--- config.mk ---
export PLATFORM = sky130hd
export DESIGN_NAME = linear_block_codec_16_8_flat
export DESIGN_NICKNAME = d
export VERILOG_FILES = /design/src/rtl/core/lbc_pkg.sv /design/src/rtl/core/lbc_ifs.sv /design/src/rtl/core/lbc_codec_core.sv /design/src/rtl/core/linear_block_codec_16_8.sv /design/src/flat_wrapper.sv
export SDC_FILE = /design/constraint.sdc
export NUM_CORES = 1
export LEC_CHECK = 0
export BUFFER_PORTS_ARGS = -buffer_cell sky130_fd_sc_hd__buf_4
export CAP_MARGIN = 20
export CORE_MARGIN = 2
export CORE_UTILIZATION = 45
export CTS_CLUSTER_SIZE = 12
export DETAILED_ROUTE_END_ITERATION = 16
export HOLD_SLACK_MARGIN = 0.06
export PLACE_DENSITY = 0.74
export REMOVE_ABC_BUFFERS = 1
export SYNTH_ARGS = -nofsm -noshare
export SYNTH_HDL_FRONTEND = slang
export SYNTH_HIERARCHICAL = 1
export SYNTH_SLANG_ARGS = --single-unit
--- constraint.sdc ---
create_clock -name clk -period 4.2 [get_ports clk]
set_input_delay 0.21 -clock clk [delete_from_list [all_inputs] [get_ports clk]]
set_output_delay 0.21 -clock clk [all_outputs]
set_load 0.01 [all_outputs]
--- src/rtl/core/lbc_pkg.sv ---
// ----------------------------------------------------------------------------
// lbc_pkg
// shared types and constants of the (16,8) systematic block codec
// ----------------------------------------------------------------------------
package lbc_pkg;

  localparam int ROWS      = 8;
  localparam int DATA_W    = 8;
  localparam int WORD_W    = 16;
  localparam int CFG_IDX_W = 4;

  // operation codes
  localparam logic OP_ENCODE = 1'b0;
  localparam logic OP_DECODE = 1'b1;

  // status codes
  localparam logic [1:0] ST_CLEAN    = 2'd0;
  localparam logic [1:0] ST_FLIPPED  = 2'd1;
  localparam logic [1:0] ST_NO_MATCH = 2'd2;

  typedef logic [ROWS-1:0][DATA_W-1:0] row_masks_t;

  // reset contents of the check-row masks, row 0 in the low slot
  localparam row_masks_t ROW_MASK_RESET = {
    8'd1, 8'd9, 8'd41, 8'd169, 8'd171, 8'd187, 8'd251, 8'd255
  };

  typedef struct packed {
    logic [WORD_W-1:0] word_out;
    logic [DATA_W-1:0] data_out;
    logic [ROWS-1:0]   syndrome;
    logic [1:0]        status;
  } lbc_result_t;

endpackage

--- src/rtl/core/lbc_ifs.sv ---
// ----------------------------------------------------------------------------
// lbc_ifs
// valid/ready channels of the block codec: input, result and configuration
// ----------------------------------------------------------------------------
interface lbc_in_if;
  logic        valid;
  logic        ready;
  logic        op;
  logic [15:0] word_in;

  modport source (output valid, output op, output word_in, input ready);
  modport sink (input valid, input op, input word_in, output ready);
endinterface

interface lbc_out_if;
  logic        valid;
  logic        ready;
  logic [15:0] word_out;
  logic [7:0]  data_out;
  logic [7:0]  syndrome;
  logic [1:0]  status;

  modport source (output valid, output word_out, output data_out, output syndrome,
                  output status, input ready);
  modport sink (input valid, input word_out, input data_out, input syndrome,
                input status, output ready);
endinterface

interface lbc_cfg_if;
  logic       valid;
  logic       ready;
  logic [3:0] index;
  logic [7:0] wdata;

  modport source (output valid, output index, output wdata, input ready);
  modport sink (input valid, input index, input wdata, output ready);
endinterface

--- src/rtl/core/lbc_codec_core.sv ---
// ----------------------------------------------------------------------------
// lbc_codec_core
// parity / syndrome xor trees and column match for one codeword
// ----------------------------------------------------------------------------
module lbc_codec_core (
  input  logic                op,
  input  logic [15:0]         word,
  input  lbc_pkg::row_masks_t masks,
  output lbc_pkg::lbc_result_t res
);
  import lbc_pkg::*;

  logic [ROWS-1:0]   parity;
  logic [ROWS-1:0]   syn;
  logic [WORD_W-1:0] flips;
  logic [ROWS-1:0]   col;

  // parity bit r: xor over data bits covered by row r
  always_comb begin
    for (int r = 0; r < ROWS; r++) begin
      parity[r] = ^(word[DATA_W-1:0] & masks[r]);
    end
  end

  assign syn = (op == OP_DECODE) ? (parity ^ word[WORD_W-1:DATA_W]) : '0;

  // a bit flips when its matrix column equals the syndrome
  always_comb begin
    flips = '0;
    col   = '0;
    for (int i = 0; i < DATA_W; i++) begin
      for (int r = 0; r < ROWS; r++) begin
        col[r] = masks[r][i];
      end
      flips[i] = (syn != '0) && (col == syn);
    end
    for (int i = 0; i < ROWS; i++) begin
      flips[DATA_W+i] = (syn == (ROWS'(1) << i));
    end
  end

  always_comb begin
    if (op == OP_ENCODE) begin
      res.word_out = {parity, word[DATA_W-1:0]};
      res.status   = ST_CLEAN;
    end else begin
      res.word_out = word ^ flips;
      if (syn == '0) begin
        res.status = ST_CLEAN;
      end else if (flips != '0) begin
        res.status = ST_FLIPPED;
      end else begin
        res.status = ST_NO_MATCH;
      end
    end
    res.data_out = res.word_out[DATA_W-1:0];
    res.syndrome = syn;
  end

endmodule

--- src/rtl/core/linear_block_codec_16_8.sv ---
// ----------------------------------------------------------------------------
// linear_block_codec_16_8: systematic (16,8) encoder and syndrome corrector
// path: an accepted item is captured in the input register, then in the result
// register, where it is offered (input reg, result reg)
// throughput: one item per cycle unless results stall; one xor/compare stage
// reset: rst_n synchronous active low, empties both stages, masks to defaults
// ----------------------------------------------------------------------------
module linear_block_codec_16_8 (
  input  logic      clk,
  input  logic      rst_n,
  lbc_in_if.sink    in_ch,
  lbc_out_if.source out_ch,
  lbc_cfg_if.sink   cfg_ch
);
  import lbc_pkg::*;

  // check-row mask registers, written through the config channel
  row_masks_t  masks_r;
  row_masks_t  masks_nxt;

  // input stage
  logic        s1_valid_r;
  logic        s1_valid_nxt;
  logic        s1_op_r;
  logic [15:0] s1_word_r;

  // result stage
  logic        out_valid_r;
  logic        out_valid_nxt;
  lbc_result_t out_res_r;
  lbc_result_t core_res;

  // pipeline flow control
  logic        out_adv;
  logic        s1_adv;

  // config writes are always taken; out-of-range indexes drop silently
  assign cfg_ch.ready = 1'b1;

  always_comb begin
    masks_nxt = masks_r;
    if (cfg_ch.valid && (cfg_ch.index < CFG_IDX_W'(ROWS))) begin
      masks_nxt[cfg_ch.index[2:0]] = cfg_ch.wdata;
    end
  end

  always_ff @(posedge clk) begin
    if (!rst_n) begin
      masks_r <= ROW_MASK_RESET;
    end else begin
      masks_r <= masks_nxt;
    end
  end

  // result register moves when empty or taken; input stage moves when empty
  // or its item moves on, so a waiting result blocks intake once it is full
  assign out_adv     = !out_valid_r || out_ch.ready;
  assign s1_adv      = !s1_valid_r || out_adv;
  assign in_ch.ready = s1_adv;

  assign s1_valid_nxt  = s1_adv ? in_ch.valid : s1_valid_r;
  assign out_valid_nxt = out_adv ? s1_valid_r : out_valid_r;

  always_ff @(posedge clk) begin
    if (!rst_n) begin
      s1_valid_r  <= 1'b0;
      out_valid_r <= 1'b0;
    end else begin
      s1_valid_r  <= s1_valid_nxt;
      out_valid_r <= out_valid_nxt;
    end
  end

  // input payload capture
  always_ff @(posedge clk) begin
    if (s1_adv && in_ch.valid) begin
      s1_op_r   <= in_ch.op;
      s1_word_r <= in_ch.word_in;
    end
  end

  // encode / syndrome / correction logic
  lbc_codec_core u_core (
    .op    (s1_op_r),
    .word  (s1_word_r),
    .masks (masks_r),
    .res   (core_res)
  );

  // result payload capture
  always_ff @(posedge clk) begin
    if (out_adv && s1_valid_r) begin
      out_res_r <= core_res;
    end
  end

  assign out_ch.valid    = out_valid_r;
  assign out_ch.word_out = out_res_r.word_out;
  assign out_ch.data_out = out_res_r.data_out;
  assign out_ch.syndrome = out_res_r.syndrome;
  assign out_ch.status   = out_res_r.status;

endmodule

--- src/flat_wrapper.sv ---
// flat-port wrapper written by rule: the top's interface ports become plain ports
module linear_block_codec_16_8_flat import lbc_pkg::*;
  (clk, rst_n, in_ch_valid, in_ch_op, in_ch_word_in, in_ch_ready, out_ch_valid, out_ch_word_out, out_ch_data_out, out_ch_syndrome, out_ch_status, out_ch_ready, cfg_ch_valid, cfg_ch_index, cfg_ch_wdata, cfg_ch_ready);
  lbc_in_if in_ch_i ();
  lbc_out_if out_ch_i ();
  lbc_cfg_if cfg_ch_i ();
  input  logic clk;
  input  logic rst_n;
  input wire logic [$bits(in_ch_i.valid)-1:0] in_ch_valid;
  input wire logic [$bits(in_ch_i.op)-1:0] in_ch_op;
  input wire logic [$bits(in_ch_i.word_in)-1:0] in_ch_word_in;
  output wire logic [$bits(in_ch_i.ready)-1:0] in_ch_ready;
  output wire logic [$bits(out_ch_i.valid)-1:0] out_ch_valid;
  output wire logic [$bits(out_ch_i.word_out)-1:0] out_ch_word_out;
  output wire logic [$bits(out_ch_i.data_out)-1:0] out_ch_data_out;
  output wire logic [$bits(out_ch_i.syndrome)-1:0] out_ch_syndrome;
  output wire logic [$bits(out_ch_i.status)-1:0] out_ch_status;
  input wire logic [$bits(out_ch_i.ready)-1:0] out_ch_ready;
  input wire logic [$bits(cfg_ch_i.valid)-1:0] cfg_ch_valid;
  input wire logic [$bits(cfg_ch_i.index)-1:0] cfg_ch_index;
  input wire logic [$bits(cfg_ch_i.wdata)-1:0] cfg_ch_wdata;
  output wire logic [$bits(cfg_ch_i.ready)-1:0] cfg_ch_ready;
  assign in_ch_i.valid = in_ch_valid;
  assign in_ch_i.op = in_ch_op;
  assign in_ch_i.word_in = in_ch_word_in;
  assign in_ch_ready = in_ch_i.ready;
  assign out_ch_valid = out_ch_i.valid;
  assign out_ch_word_out = out_ch_i.word_out;
  assign out_ch_data_out = out_ch_i.data_out;
  assign out_ch_syndrome = out_ch_i.syndrome;
  assign out_ch_status = out_ch_i.status;
  assign out_ch_i.ready = out_ch_ready;
  assign cfg_ch_i.valid = cfg_ch_valid;
  assign cfg_ch_i.index = cfg_ch_index;
  assign cfg_ch_i.wdata = cfg_ch_wdata;
  assign cfg_ch_ready = cfg_ch_i.ready;
  linear_block_codec_16_8 u_core (.clk(clk), .rst_n(rst_n), .in_ch(in_ch_i), .out_ch(out_ch_i), .cfg_ch(cfg_ch_i));
endmodule
==> flow_metrics.tcl, run 1 <==
set metrics [dict create \
    status "completed" \
    drtAntennaViolNets 0 \
    timing.fmax_mhz 268 \
    largest_net_degree_at_the_start_of_global_routing 81 \
    layout-drive-gt1-share_pct 18.1 \
    cts_max_level 4 \
    die-area_sq_um 16200 \
    rsz0062_at_grt "no" \
    layout.core_utilization_pct 54.5 \
    final-hold-violation-count 0 \
    antenna-diode-count 0 \
    design.portCount 71 \
    die_width_um 127 \
    startpoint_type_of_the_worst_setup_path "register" \
    regToRegEndpoint "u_core/out_ch.status[0]$_DFFE_PP_" \
    worst_hold_endpoint "u_core/masks_r[61]$_SDFFE_PN0P_" \
    yosys.area_share.xor_xnor_pct 18.1 \
    worst-slew-pin-transition_ps 936 \
    finalCriticalPeriod_ps 3740 \
    grt_antenna_before_repair 0 \
    synth.ff_latch_count 117 \
    synthFlopType "dfxtp_1" \
    layout_worst_path_cycle_share_pct 89.0 \
    placementRows 45 \
    setup_viol_count_final 0 \
    max_fanout_on_critical_path 11 \
    clock_transition_at_the_registers_of_the_reported_paths_ps 60 \
    post_cts_resize_count 0 \
    grt-ovfl-total 0 \
    synth_compound_gate_area_share_pct 7.39 \
    fin_tns_setup_ps 0 \
    drt_first_pass_iters 5 \
    finClkSkew_ps 9.88 \
    largest_family_of_logic_cells_by_synthesized_area "simple AND/OR/NAND/NOR gates" \
    postCtsSetupBuffers 0 \
    cts_hold_buffers 20 \
    timing_max_transition_violations_final 0 \
    numClockSinks 117 \
    cts-root-buf "clkbuf_16" \
    worst_slew_margin_rel_pct 37.4 \
    initialDrtViolationCount 439 \
    number_of_synthesized_flops_with_an_enable_pin 51 \
    grt_util_all_layers_pct 22.3 \
    floorplan.die.height_um 127 \
    crit_required_ps 4370 \
    critical_path.reg2reg.startpoint "u_core/s1_word_r[1]$_DFFE_PP_" \
    ctsLongestPathBuffers 2 \
    gpl.final_weighted_congestion 0.936 \
    avgSynthCellArea_sq_um 10.1 \
    grt_pass1_vias 4789 \
    total_standard_cell_area_after_synthesis_sq_um 6830 \
    synthCells 679 \
    synth_simple_gate_area_share_pct 20.9 \
    hold_path.class "in2reg" \
    avgViaCountPerCell 5.44 \
    timing.max_cap.violations 0 \
    total_leakage_power_nw 3.28 \
    routedWlPerCell_um 18.7 \
    fp.coreArea_sq_um 15000 \
    setup.worst_path.class "reg2reg" \
    endpoint_kind "register" \
    netlist-cell-type-count 54 \
    drt-total-wl_um 17700 \
    io_buffer_count 69 \
    initial_utilization_pct 45.4 \
    finish.net_count 782 \
    filler_cell_count 1300 \
    numCtsBuffers 17 \
    wire_length_of_the_first_global_routing_pass_um 27100 \
    pwr_density_nw_per_um2 434 \
    yosys.area_share.adder_pct 0 \
    drt_drc_violations_left 0 \
    peak_supply_drop_uv 255 \
    detailroute.via_count 5161 \
    multiplexer_area_fraction_after_synthesis_pct 7.33 \
    place.detailed.hpwl_um 12900 \
    min_path_cells 3 \
    fraction_of_synthesis_flops_using_an_asynchronous_set_or_reset_pin_pct 0 \
    ff2ff_setup_slack_ps 460 \
    synth.yosys.seq_area_share_pct 41.8 \
    clock_latency_ps 420 \
    flow.area_growth_from_synthesis_pct 19.9 \
    origin_of_the_worst_min_delay_path "cfg_ch_wdata[5]" \
    ys.warnings.count 6 \
    worst-endpoint-arrival_ps 3900 \
    reg2regPathDepth 10 \
    tritoncts_clock_tree "built" \
]
==> cell usage after synthesis, types with 2 or more instances <==
cell      number  area, sq um
nand4_1       11         68.8
nor2_1        15         56.3
buf_4         15          113
xor2_1        25          219
or3_1          3         18.8
buf_6          4         45.0
inv_1          4         15.0
xnor3_1        8          180
and2_1         5         31.3
o21ai_0       17         85.1
mux2i_1       50          500
or2b_1         2         15.0
nor2b_1       29          181
nand2b_1      14         87.6
o21a_1         2         15.0
nor2_8         3         60.1
clkbuf_1      10         37.5
nor4_1         3         18.8
o211ai_1       2         15.0
dfxtp_1       66         1320
nor3_1        38          190
xnor2_2        7          114
xor3_1         3         71.3
a21boi_0      15          113
nor4b_1       16          140
clkinv_1       3         11.3
a21oi_2        2         17.5
buf_2         15         75.1
nor2_4         2         22.5
nand2_2        5         31.3
xnor3_2        3         71.3
nand2_1      103          387
a21oi_1       41          205
a31oi_1        3         18.8
edfxtp_1      51         1530
xnor2_1       66          578
==> sequential cells by signal, indices dropped and copies added, names as in the netlist <==
name and count:
u_core/out_ch.data_out 8, u_core/s1_valid_r 1, u_core/s1_word_r 16, u_core/masks_r 64, u_core/out_ch.valid 1, u_core/s1_op_r 1
u_core/out_ch.word_out 16, u_core/out_ch.syndrome 8, u_core/out_ch.status 2
==> per-layer routing <==
layer	vias to the layer above	wire length [um]	GRT usage, %
met5	-	0	0
li1	2479	-	-
met1	2450	8230	30.9
met3	34	1220	5.65
met4	0	611	9.83
met2	198	7680	33.1
==> logic make-up after synthesis <==
| kind of cell | Yosys count |
|---|---|
| AO/OA/AOI/OAI | 85 |
| XOR/XNOR | 112 |
| buffers and inverters | 53 |
| flip-flops | 117 |
| multiplexers | 50 |
| other | 1 |
| AND/OR/NAND/NOR | 261 |
==> how the worst max path moves through the flow <==
| stage | cells after the start | from | to |
|---|---|---|---|
| final | 10 | u_core/s1_word_r[1]$_DFFE_PP_ | u_core/out_ch.status[0]$_DFFE_PP_ |
| after global routing | 10 | u_core/s1_word_r[0]$_DFFE_PP_ | u_core/out_ch.status[0]$_DFFE_PP_ |
| after CTS | 10 | u_core/s1_word_r[1]$_DFFE_PP_ | u_core/out_ch.status[0]$_DFFE_PP_ |
| after detailed placement | 10 | u_core/s1_word_r[1]$_DFFE_PP_ | u_core/out_ch.status[0]$_DFFE_PP_ |
| after global placement | 10 | u_core/s1_word_r[0]$_DFFE_PP_ | u_core/out_ch.status[0]$_DFFE_PP_ |
| after floorplan | 7 | u_core/s1_op_r$_DFFE_PP_ | u_core/out_ch.status[0]$_DFFE_PP_ |
==> through the flow <==
| stage | power (mW) | cells | hold WS (ps) | setup WS, ps | area [sq um] |
|---|---|---|---|---|---|
| floorplan | 1.85 | 634 | 299 | 385 | 6550 |
| global placement | 2.08 | 897 | 389 | 611 | 7370 |
| detailed placement | 2.09 | 897 | 390 | 519 | 7370 |
| CTS | 3.57 | 949 | 63.8 | 506 | 8190 |
| global route | 3.69 | 949 | 78.6 | 302 | 8190 |
| finish | 3.56 | 949 | 78.9 | 464 | 8190 |
==> critical path, cell delays in order, from the launching register on <==
cell	delay [ps]
edfxtp_1	570
nand2_1	120
xor2_1	190
xnor2_1	340
xnor3_1	660
a21oi_1	220
nor4_2	190
buf_4	210
nor3_1	90
or4_4	540
or3_1	350
==> layout by cell type, fill, tap and decap left out, types with 25 or more instances in the layout <==
cell type,synthesis,final
nand2_1,103,103
buf_4,15,74
dfxtp_1,66,66
xnor2_1,66,66
edfxtp_1,51,51
mux2i_1,50,50
a21oi_1,41,41
nor3_1,38,38
nor2b_1,29,28
xor2_1,25,25
==> layout make-up <==
cell class	count	area, sq um	share of cell area [%]
Clock buffer	23	533	6.51
Inverter	8	30.0	0.367
Clock inverter	9	82.6	1.01
Tap cell	188	235	2.87
Sequential cell	117	2850	34.8
Timing Repair Buffer	95	776	9.47
Multi-Input combinational cell	509	3680	44.9
==> report_power, final <==
part | total [mW] | switching (mW) | leakage [nW] | internal (mW)
combinational | 0.803 | 0.452 | 1.96 | 0.351
sequential | 1.29 | 0.0356 | 1.02 | 1.25
clock | 1.47 | 0.512 | 0.301 | 0.953
No activity file was read; power rests on OpenSTA's default activity.
==> run 2: changes to the inputs <==
--- a/config.mk
+++ b/config.mk
@@ -12,7 +12,8 @@
 export CTS_CLUSTER_SIZE = 12
 export DETAILED_ROUTE_END_ITERATION = 16
 export HOLD_SLACK_MARGIN = 0.06
-export PLACE_DENSITY = 0.74
+export MAX_ROUTING_LAYER = met4
+export PLACE_DENSITY = 0.76
 export REMOVE_ABC_BUFFERS = 1
 export SYNTH_ARGS = -nofsm -noshare
 export SYNTH_HDL_FRONTEND = slang
==> constraint.sdc (replaced) <==
create_clock -name clk -period 3.3 [get_ports clk]
set_input_delay 0.165 -clock clk [delete_from_list [all_inputs] [get_ports clk]]
set_output_delay 0.165 -clock clk [all_outputs]
set_load 0.01 [all_outputs]
==> run 2 against run 1 <==
Compared with the run above:
- the run now ends with setup timing left
- total power up 34%
- design area up 16%
- die area unchanged
- count of clock-buffer cells in the layout down 5
- critical path depth up 3
- sequential share of layout area down 4.8 points
- first-iteration DRC count up 20%
- via count up 14%
- worst hold slack better by 23 ps
- routed wire length up 17%
- core utilization up 8.6 points
- sequential power up 26%
==> flow_metrics.tcl, run 2 (synthesis gave the netlist of run 1 again) <==
set metrics [dict create \
    timing.max_cap.violations 0 \
    filler_cell_count 1127 \
    grt_pass1_vias 5589 \
    detailroute.via_count 5897 \
    setup_viol_count_final 2 \
    grt_util_all_layers_pct 25.7 \
    worst_slew_margin_rel_pct 35.1 \
    die_width_um 127 \
    grt-ovfl-total 0 \
    floorplan.die.height_um 127 \
    io_buffer_count 69 \
    finalInstanceArea_sq_um 9480 \
    rsz0062_at_grt "yes" \
    placed_cells 989 \
    fp.coreArea_sq_um 15000 \
    routedWlPerCell_um 19.5 \
    initialDrtViolationCount 528 \
    final-hold-violation-count 0 \
    wire_length_of_the_first_global_routing_pass_um 30700 \
    cts_max_level 4 \
    worst-endpoint-arrival_ps 3550 \
    drtAntennaViolNets 0 \
    timing.fmax_mhz 296 \
    timing_max_transition_violations_final 0 \
    gr-usage-met2_pct 39.0 \
    p_sw_share_pct 30.9 \
    tritoncts_clock_tree "built" \
    finClkSkew_ps 9.32 \
    avgViaCountPerCell 5.51 \
    largest_net_degree_at_the_start_of_global_routing 81 \
    design.portCount 71 \
    clock_latency_ps 430 \
    crit_required_ps 3470 \
    cell_internal_pwr_mw 3.29 \
    status "finished, violations left" \
    power.combinational.fraction_pct 30.7 \
    drt-total-wl_um 20800 \
    initial_utilization_pct 45.4 \
    power.share.clock_pct 35.2 \
    grt.met1_usage_pct 34.4 \
    total_leakage_power_nw 4.01 \
    cts-root-buf "clkbuf_16" \
    worst-slew-pin-transition_ps 973 \
    power_frac_seq_pct 34.1 \
    finish.net_count 903 \
    layout_worst_path_cycle_share_pct 102 \
    pwr_density_nw_per_um2 502 \
    max_fanout_on_critical_path 7 \
    numCtsBuffers 17 \
    largest_register_ff_count 64 \
    net_switching_power_mw 1.47 \
    multi_input_area_sq_um 4080 \
    setup.worst_path.class "reg2reg" \
    busiest_layer "met2" \
    layout-drive-gt1-share_pct 35.7 \
    startpoint_type_of_the_worst_setup_path "register" \
    fin_worst_hold_slack_ps 101 \
    layout.area.seq_sq_um 2850 \
    place.detailed.hpwl_um 14100 \
    final_cells 1070 \
    totalPowerFinal_mw 4.76 \
    numClockSinks 117 \
    layout_common_cells "178 x buf_4, 96 x nand2_1, 66 x dfxtp_1" \
    grt_antenna_before_repair 0 \
    violations_in_the_final_reports "setup timing" \
    drt_drc_violations_left 0 \
    placementRows 45 \
    endpoint_kind "register" \
    flow.area_growth_from_synthesis_pct 38.9 \
    drt_first_pass_iters 7 \
    peak_supply_drop_uv 376 \
    antenna-diode-count 0 \
    final_critical_path_setup_slack_ps -81.6 \
    finalCriticalPeriod_ps 3380 \
    placed_cell_area_sq_um 8060 \
    gpl.final_weighted_congestion 1.02 \
    die-area_sq_um 16200 \
    mostFrequentLayoutCell "buf_4" \
    clock_transition_at_the_registers_of_the_reported_paths_ps 60 \
    grtUsageMet3_pct 6.32 \
    max_flop_register "u_core/masks_r" \
    hold_path.class "in2reg" \
    ctsLongestPathBuffers 2 \
]
-- run 2: cell count changes in the layout (fill, tap and decap cells not counted), sizes merged --
cell and delta:
buf +117, clkbuf -5, clkinv +5, dlygate4sd3 +4
inv +3, clkinvlp -2, bufinv -1
-- run 2: stage by stage --
stage / util, % / worst slack [ps] / setup TNS [ps]
2_1_floorplan: - / -515 / -1730
5_1_grt: 63.1 / -141 / -803
6_report: 63.1 / -81.6 / -108
4_1_cts: 60.5 / 0.210 / 0
3_3_place_gp: 53.6 / -41.3 / -145
3_5_place_dp: 53.6 / -98.2 / -279
-- run 2: final cells by class --
type                    count  share of cell area (%)
multi-input cells         509                    43.0
well taps                 188                    2.48
clock inverters            14                    1.07
inverters                   8                   0.317
flip-flops and latches    117                    30.1
repair buffers            216                    18.4
clock buffers              18                    4.63
-- run 2: worst paths after layout --
| path | from | to | slack [ps] | depth (start not counted) |
|---|---|---|---|---|
| setup / recovery | u_core/s1_word_r[6]$_DFFE_PP_ | u_core/out_ch.status[0]$_DFFE_PP_ | -80 | 13 |
| hold / removal | cfg_ch_wdata[7] | u_core/masks_r[23]$_SDFFE_PN1P_ | 100 | 3 |
| setup reg to reg | u_core/s1_word_r[6]$_DFFE_PP_ | u_core/out_ch.status[0]$_DFFE_PP_ | -80 | 13 |
| hold reg to reg | u_core/masks_r[63]$_SDFFE_PN0P_ | u_core/masks_r[63]$_SDFFE_PN0P_ | 500 | 2 |
-- run 2: power groups by stage --
stage          Combinational, mW  Clock [mW]  Sequential [mW]
2_1_floorplan              0.685           0             1.67
3_3_place_gp                1.20           0             1.66
3_5_place_dp                1.22           0             1.66
4_1_cts                     1.31        1.69             1.62
5_1_grt                     1.53        1.75             1.63
6_report                    1.46        1.68             1.62
-- run 2: routing by layer --
layer  vias up  share of wire (%)
met1      2816                 43
met2       315                 46
met5         -                  0
met3        52                8.4
met4         0                2.8
li1       2714                  -
-- run 2: critical path, stage by stage (launching register included) --
cell and delay [ps]:
edfxtp_1 480, buf_6 160, nand2_4 70, xnor2_4 220
xnor2_2 160, buf_4 150, xnor3_2 360, buf_6 170
nor3_4 170, nor4b_2 70, nand4_1 140, a21oi_2 70
or4_4 540, or3_1 360
-- run 2: what timing repair did --
action,4_1_cts,5_1_grt
hold buffers,24,0
endpoints found under the hold margin,27,0
endpoints found under the setup margin,4,14
gates resized for setup,23,66
buffers inserted,17,10
pin swaps,12,20
==> run 3: changes to the inputs <==
--- a/config.mk
+++ b/config.mk
@@ -13,7 +13,7 @@
 export DETAILED_ROUTE_END_ITERATION = 16
 export HOLD_SLACK_MARGIN = 0.06
 export MAX_ROUTING_LAYER = met4
-export PLACE_DENSITY = 0.76
+export PLACE_DENSITY = 0.73
 export REMOVE_ABC_BUFFERS = 1
 export SYNTH_ARGS = -nofsm -noshare
 export SYNTH_HDL_FRONTEND = slang
==> run 3 against run 2 <==
Compared with the run above:
- the run still ends with setup timing left
- core utilization down 0.10 points
- die area stayed put
- setup slack improved by 19 ps
- combinational power increased by 3%
- register-to-register slack better by 20 ps
- worst hold slack got worse by 24 ps
- maximum frequency up 0.57%
- sequential share of layout area about the same
- design area decreased by 0.16%
- clock power grew 3%
- critical endpoint unchanged
- largest cell class unchanged
- highest routed layer unchanged
==> flow_metrics.tcl, run 3 (synthesis gave the netlist of run 1 again) <==
set metrics [dict create \
    timing.max_cap.violations 0 \
    cts-root-buf "clkbuf_16" \
    flow.area_growth_from_synthesis_pct 38.6 \
    drtAntennaViolNets 0 \
    die_width_um 127 \
    layout.core_utilization_pct 63.0 \
    die-area_sq_um 16200 \
    finalCriticalPeriod_ps 3360 \
    io_buffer_count 69 \
    final-hold-violation-count 0 \
    numCtsBuffers 17 \
    tritoncts_clock_tree "built" \
    worst_slew_margin_rel_pct 35.7 \
    origin_of_the_worst_min_delay_path "cfg_ch_wdata[7]" \
    gpl.final_weighted_congestion 0.972 \
    timing.fmax_mhz 297 \
    timing_max_transition_violations_final 0 \
    avgViaCountPerCell 5.42 \
    max_flop_register "u_core/masks_r" \
    drt_drc_violations_left 0 \
    worst-slew-pin-transition_ps 964 \
    p_sw_share_pct 29.0 \
    layout-drive-gt1-share_pct 35.2 \
    floorplan.die.height_um 127 \
    rsz0062_at_grt "yes" \
    reg2regPathDepth 12 \
    total_leakage_power_nw 4.03 \
    critical_path.reg2reg.startpoint "u_core/s1_word_r[1]$_DFFE_PP_" \
    finish.net_count 914 \
    fin_worst_hold_slack_ps 77.5 \
    detailroute.via_count 5852 \
    max_fanout_on_critical_path 5 \
    worst_hold_endpoint "u_core/masks_r[55]$_SDFFE_PN0P_" \
    cell_internal_pwr_mw 3.45 \
    finClkSkew_ps 10.4 \
    largest_net_degree_at_the_start_of_global_routing 81 \
    clock_latency_ps 430 \
    ff2ff_setup_slack_ps -60 \
    final_cells 1080 \
    initial_utilization_pct 45.4 \
    dpl_worst_slack_ps -178 \
    hold_path.class "in2reg" \
    fin_tns_setup_ps -101 \
    peak_supply_drop_uv 409 \
    routedWlPerCell_um 19.5 \
    filler_cell_count 1190 \
    drt_first_pass_iters 7 \
    startpoint_type_of_the_worst_setup_path "register" \
    status "finished, violations left" \
    largest_register_ff_count 64 \
    pwr_density_nw_per_um2 514 \
    net_switching_power_mw 1.41 \
    drt-total-wl_um 21100 \
    endpoint_kind "register" \
    initialDrtViolationCount 585 \
    cts_max_level 4 \
    place.detailed.hpwl_um 14900 \
    power_frac_seq_pct 33.4 \
    grt_antenna_before_repair 0 \
    placed_cells 995 \
    worst-endpoint-arrival_ps 3530 \
    setup_viol_count_final 2 \
    final_critical_path_setup_slack_ps -62.2 \
    grt_util_all_layers_pct 26.9 \
    multi_input_area_sq_um 3980 \
    numClockSinks 117 \
    ctsLongestPathBuffers 2 \
    layout_worst_path_cycle_share_pct 102 \
    layout_common_cells "196 x buf_4, 99 x nand2_1, 66 x dfxtp_1" \
    design.portCount 71 \
    mostFrequentLayoutCell "buf_4" \
    power.share.clock_pct 35.6 \
    min_path_cells 3 \
    regToRegEndpoint "u_core/out_ch.status[0]$_DFFE_PP_" \
    layout.area.seq_sq_um 2850 \
    fp.coreArea_sq_um 15000 \
    wire_length_of_the_first_global_routing_pass_um 31900 \
    grt_pass1_vias 5780 \
    grt-ovfl-total 0 \
    power.combinational.fraction_pct 31.1 \
    setup.worst_path.class "reg2reg" \
    crit_required_ps 3470 \
    violations_in_the_final_reports "setup timing" \
    placementRows 45 \
    clock_transition_at_the_registers_of_the_reported_paths_ps 50 \
    antenna-diode-count 0 \
]
## run 3: cell type report
class                           count  area share (%)
Multi-Input combinational cell    509            42.1
Sequential cell                   117            30.1
Timing Repair Buffer              227            19.0
Clock buffer                       28            5.79
Tap cell                          188            2.48
Inverter                            8           0.317
Clock inverter                      3           0.159
## run 3: stage by stage
step,total power [mW],cell area (sq um)
floorplan,2.36,6550
global placement,2.90,8120
detailed placement,2.91,8120
CTS,4.73,9130
global route,5.03,9470
finish,4.87,9470
## run 3: repair_timing
| action | in CTS | in global routing |
|---|---|---|
| endpoints found under the hold margin | 25 | 0 |
| cloned | 0 | 0 |
| setup buffers | 17 | 14 |
| hold buffers | 23 | 0 |
| pin swaps | 15 | 19 |
| resized for setup | 18 | 50 |
| endpoints found under the setup margin | 6 | 16 |
## run 3: worst max path at each step
stage | start | endpoint | slack, ps
floorplan | u_core/s1_op_r$_DFFE_PP_ | u_core/out_ch.status[0]$_DFFE_PP_ | -510
global placement | u_core/s1_word_r[4]$_DFFE_PP_ | u_core/out_ch.status[0]$_DFFE_PP_ | -130
detailed placement | u_core/s1_word_r[1]$_DFFE_PP_ | u_core/out_ch.status[0]$_DFFE_PP_ | -180
CTS | u_core/s1_word_r[6]$_DFFE_PP_ | u_core/out_ch.data_out[2]$_DFFE_PP_ | 2
global route | u_core/s1_word_r[1]$_DFFE_PP_ | u_core/out_ch.status[0]$_DFFE_PP_ | -150
finish | u_core/s1_word_r[1]$_DFFE_PP_ | u_core/out_ch.status[0]$_DFFE_PP_ | -60
## run 3: metal layers
| metal | track usage, % | up-vias | part of all wire (%) |
|---|---|---|---|
| li1 | - | 2734 | - |
| met1 | 34.5 | 2813 | 44 |
| met2 | 41.3 | 256 | 46 |
| met3 | 5.07 | 49 | 6.7 |
| met4 | 12.9 | 0 | 3.6 |
| met5 | - | - | 0 |
## run 3: power groups by stage
| stage | Sequential (mW) | Combinational [mW] | Clock [mW] |
|---|---|---|---|
| after floorplan | 1.67 | 0.685 | 0 |
| after global placement | 1.66 | 1.24 | 0 |
| after detailed placement | 1.66 | 1.26 | 0 |
| after CTS | 1.62 | 1.36 | 1.75 |
| after global routing | 1.63 | 1.59 | 1.81 |
| final | 1.62 | 1.51 | 1.73 |
## run 3: worst max-delay path, stage by stage (launching register included)
cell      delay [ps]
edfxtp_1         410
buf_4            190
nand2_1           70
xor2_1           260
xnor2_2          190
xnor3_2          430
buf_4            190
nor3_4           160
nor4b_4           80
nand4_1          180
a21oi_2           80
or4_4            560
or3_1            320
